`config.mk`:
```
export PLATFORM = sky130hd
export DESIGN_NAME = vrei_div
export DESIGN_NICKNAME = d
export VERILOG_FILES = /design/src/rtl/core/vrei_pkg.sv /design/src/rtl/core/vrei_div.sv
export SDC_FILE = /design/constraint.sdc
export NUM_CORES = 1
export LEC_CHECK = 0
export ABC_AREA = 1
export BUFFER_PORTS_ARGS = -buffer_cell sky130_fd_sc_hd__buf_4
export CAP_MARGIN = 20
export CORE_MARGIN = 3
export CORE_UTILIZATION = 50
export DETAILED_ROUTE_END_ITERATION = 16
export PLACE_DENSITY = 0.74
export RECOVER_POWER = 25
export SETUP_SLACK_MARGIN = 0.4
export SYNTH_ARGS = -nofsm -noshare
export SYNTH_HDL_FRONTEND = slang
export SYNTH_SLANG_ARGS = --single-unit
```
`constraint.sdc`:
```
create_clock -name clk -period 5 [get_ports clk]
set_input_delay 0 -clock clk [delete_from_list [all_inputs] [get_ports clk]]
set_output_delay 0 -clock clk [all_outputs]
set_load 0.01 [all_outputs]
```
`src/rtl/core/vrei_pkg.sv`:
```
`timescale 1ns / 1ps
`default_nettype none
// ---------------------------------------------------------------------------
// vrei_pkg
// Shared types and constants of the voxel ray emission integrator.
// ---------------------------------------------------------------------------
package vrei_pkg;

  typedef enum logic [3:0] {
    S_IDLE,
    S_IDX,
    S_IDX_WAIT,
    S_GAP,
    S_TN_WAIT,
    S_TS_WAIT,
    S_RD,
    S_MUL0,
    S_MUL1,
    S_ACC,
    S_DONE
  } state_t;

  localparam logic [1:0] ST_OK       = 2'd0;
  localparam logic [1:0] ST_OUTSIDE  = 2'd1;
  localparam logic [1:0] ST_ZERO_DIR = 2'd2;

  localparam logic CMD_LOAD  = 1'b0;
  localparam logic CMD_TRACE = 1'b1;

  localparam logic [2:0] CFG_CELLS_X = 3'd0;
  localparam logic [2:0] CFG_CELLS_Y = 3'd1;
  localparam logic [2:0] CFG_CELLS_Z = 3'd2;
  localparam logic [2:0] CFG_SIDE_X  = 3'd3;
  localparam logic [2:0] CFG_SIDE_Y  = 3'd4;
  localparam logic [2:0] CFG_SIDE_Z  = 3'd5;

  localparam logic [63:0] SAT64 = '1;
  localparam int DIV_STEPS = 64;
  localparam int ADDR_DIM = 32;

  typedef struct packed {
    logic        start;
    logic [63:0] dividend;
    logic [31:0] divisor;
  } div_req_t;

  typedef struct packed {
    logic        done;
    logic        busy;
    logic [63:0] quotient;
  } div_rsp_t;

endpackage
`default_nettype wire

```
`src/rtl/core/vrei_div.sv`:
```
`timescale 1ns / 1ps
`default_nettype none
// ---------------------------------------------------------------------------
// vrei_div
// Restoring divider, 64-bit dividend by 32-bit divisor, one bit per cycle.
// ---------------------------------------------------------------------------
module vrei_div (
  input  wire logic               clk,
  input  wire logic               rst_n,
  input  wire vrei_pkg::div_req_t req,
  output vrei_pkg::div_rsp_t      rsp
);
  import vrei_pkg::*;

  logic [31:0] rem_r;
  logic [63:0] quo_r;
  logic [6:0]  cnt_r;
  logic        busy_r;
  logic        done_r;
  logic [32:0] shifted;
  logic        fits;

  assign shifted = {rem_r, quo_r[63]};
  assign fits    = shifted >= {1'b0, req.divisor};

  always_ff @(posedge clk) begin
    if (!rst_n) begin
      busy_r <= 1'b0;
      done_r <= 1'b0;
      cnt_r  <= '0;
    end else begin
      done_r <= 1'b0;
      if (busy_r) begin
        quo_r <= {quo_r[62:0], fits};
        rem_r <= fits ? 32'(shifted - {1'b0, req.divisor}) : shifted[31:0];
        cnt_r <= cnt_r - 7'd1;
        if (cnt_r == 7'd1) begin
          busy_r <= 1'b0;
          done_r <= 1'b1;
        end
      end else if (req.start) begin
        quo_r  <= req.dividend;
        rem_r  <= '0;
        cnt_r  <= 7'(DIV_STEPS);
        busy_r <= 1'b1;
      end
    end
  end

  assign rsp.done     = done_r;
  assign rsp.busy     = busy_r;
  assign rsp.quotient = quo_r;

endmodule
`default_nettype wire

```
==> out/results.tsv <==
stage	metric	value	unit
critical_path	worstSetupStartpoint	rst_n	
critical_path	worstReg2RegEnd	rem_r[23]	
layout	nFillCells	1299	
clock_network	h-tree-depth	3	
pwr	vdd_ir_drop_max	196	uV
critical_path	crit_required	5020	ps
global_routing	overflow	0	
clock_network	cts_setup_buffers	0	
global_routing	grt_pass1_vias	7520	
floorplanning	die_h	128	um
pwr	swShare	0.334	
synthesis	synth_common_cells	nand2_1 (499), inv_1 (173), nor2_1 (113)	
critical_path	timing.rr.start	busy_r	
floorplanning	initial_core_util	0.514	
synthesis	seq_area_frac_synth	0.409	
sta	slew_violations	34	
critical_path	reg2reg_slack	1640	ps
routing	viasPerCell	5.05	
global_routing	grt_first_pass_wirelength	36.3	mm
critical_path	critPathLaunchType	input pin	
pwr	power_frac_comb	0.299	
sta	fin_crit	3400	ps
sta	finalSetupViolCount	0	
floorplanning	rows	44	
critical_path	critPathCaptureType	register	
global_routing	antenna_found_initial	0	
pwr	p_leak	0.00499	uW
sta	fin_crit_sh	0.680	
routing	drc_errors	0	
sta	fin_skew	8.79	ps
synthesis	yosys_warnings	0	
floorplanning	pin_count	165	
sta	hold_violations	0	
critical_path	reg2reg_depth	3	
synthesis	netlist_instances	1094	
global_routing	grt_start_max_net_pins	102	
outcome	violations	capacitance limit, slew limit	
routing	firstDrtPassIters	5	
routing	totalWireLength	22.3	mm
layout	nets	1444	
routing	num_vias	7567	
layout	syn2layout_area_growth	27.7	%
synthesis	netlist.area_leader.share	0.385	
synthesis	synth-main-ff-cell	edfxtp_1	
floorplanning	dieArea	0.0165	sq mm
sta	tns	0	ps
synthesis	synth_area	0.00749	sq mm
layout	num_antenna_cells	0	
sta	relSlewSlack	-0.954	
layout	layout-drive-gt1-share	0.106	
critical_path	worst-path-max-fanout	64	
pwr	seqPwrFrac	0.418	
clock_network	cts.sinks	105	
job	cap_violations	1	
routing	drt_iter0_markers	573	
synthesis	synthesis.nets	1228	
synthesis	synth-edff-count	96	
pwr	power.density	273	mW/mm^2
critical_path	arrival	3420	ps
floorplanning	fp.coreArea	0.0146	sq mm
clock_network	path_clk_slew	70	ps
pwr	power_frac_clock	0.283	
critical_path	crit_path_end	rem_r[23]	
worst_hold_path	worstHoldPathType	in2reg	
pwr	p_switching	873	uW
synthesis	yosysMostFrequentCell	nand2_1	
synthesis	synth_area_leader_cell	edfxtp_1	
routing	ant_nets	0	
sta	rsz0062_at_grt	no	
clock_network	cts_made_buffers	9	
pwr	finalPower	2620	uW
routing	route.detailed.wl_per_inst	14.9	um
clock_network	cts_tree	done	
clock_network	cts_buffer_depth	2	
sta	fmax	294	MHz
floorplanning	die_x	128	um
placed_design	routabilityCongestion	0.981	
global_routing	track_usage	0.275	
synthesis	synthTopCellsByArea	edfxtp_1 (38%), nand2_1 (25%), inv_1 (8.7%), ha_1 (5.7%), nor2_1 (5.7%)	
pwr	internal_power	1740	uW
outcome	status	complete, but fails checks	
clock_network	root_buffer	clkbuf_16	
synthesis	ys_types	35	
synthesis	synth-async-reset-ratio	0	
sta	tightestPinTransition	2920	ps
clock_network	cts_hold_buf	66	
synthesis	synth_seq_cells	105	
clock_network	post_cts_resized	0	
critical_path	critPathKind	in2reg	
placed_design	place_hpwl	15.6	mm
placed_design	port_buffers	164	
synthesis	syn_avg_cell_area	6.85	sq um
clock_network	insertion_delay	360	ps
worst max-delay path, stage by stage:
cell and delay (ps):
dlygate4sd3_1 530, buf_4 140, inv_1 110, nor2_1 2150
buf_12 380
cell usage in the layout (no fill, tap or decap), types with 2 or more instances in the layout:
cell           instances
a21oi_1               23
and2_1                11
buf_4                101
clkbuf_1              66
clkbuf_16              9
clkinvlp_4             2
dfxtp_1                8
dlygate4sd3_1         66
edfxtp_1              96
ha_1                  34
inv_1                172
inv_2                  6
nand2_1              499
nand2_2                3
nand2_4                2
nand3_1               32
nand3b_1              23
nand4_1                7
nor2_1               113
nor2_2                 5
nor3_1                 3
or2_2                  2
xor2_1                14
layout make-up:
type / count / area (sq um) / area share
Multi-Input combinational cell: 782 / 3620 / 0.378
Clock buffer: 10 / 229 / 0.0239
Clock inverter: 5 / 65.1 / 0.00680
Inverter: 179 / 674 / 0.0705
Timing Repair Buffer: 233 / 1680 / 0.176
Tap cell: 184 / 230 / 0.0241
Sequential cell: 105 / 3070 / 0.321
flip-flops by register name (all words and copies together) (netlist names):
name,cells
rem_r,32
done_r,1
quo_r,64
cnt_r,7
busy_r,1
how the worst min path moves through the flow:
stage / from / to / cells past startpoint
6_report: req[0] / rem_r[0] / 5
4_1_cts: req[0] / rem_r[0] / 5
2_1_floorplan: rst_n / cnt_r[5] / 2
3_3_place_gp: req[47] / quo_r[15] / 3
3_5_place_dp: req[89] / quo_r[57] / 3
5_1_grt: req[0] / rem_r[0] / 5
metrics by stage:
stage / instance area (sq um) / cells / worst slack (ps) / utilization / hold slack [ps]
finish: 9570 / 1498 / 1600 / 0.656 / 223
global route: 9570 / 1498 / 1450 / 0.656 / 289
CTS: 9820 / 1498 / 2300 / 0.673 / 219
detailed placement: 8860 / 1417 / 2300 / 0.608 / 268
global placement: 8860 / 1417 / 2380 / 0.608 / 263
floorplan: 7500 / 1094 / 1350 / - / 123
kinds of logic (layout without fill, tap and decap cells):
group                      count (synthesis)  count (layout)  synth area share
and+or+nand+nor                          703             703             0.385
buffers and inverters                    207             427             0.108
DFF                                      105             105             0.409
adders and majority gates                 35              35            0.0594
AOI/OAI and AO/OA                         29              29            0.0205
xor gates and xnor gates                  15              15            0.0175
metal layers:
layer / up-vias / part of all wire / GRT usage
li1: 3773 / - / -
met1: 3451 / 0.42 / 0.343
met2: 292 / 0.47 / 0.466
met3: 51 / 0.074 / 0.0619
met4: 0 / 0.035 / 0.107
met5: - / 0 / 0
power by group through the flow:
| stage | registers, uW | logic (uW) | clock network (uW) |
|---|---|---|---|
| after floorplan | 1120 | 490 | 0 |
| after global placement | 1110 | 747 | 0 |
| after detailed placement | 1110 | 760 | 0 |
| after CTS | 1090 | 804 | 740 |
| after global routing | 1100 | 886 | 767 |
| final | 1090 | 783 | 739 |
No activity file was read; power rests on OpenSTA's default activity.
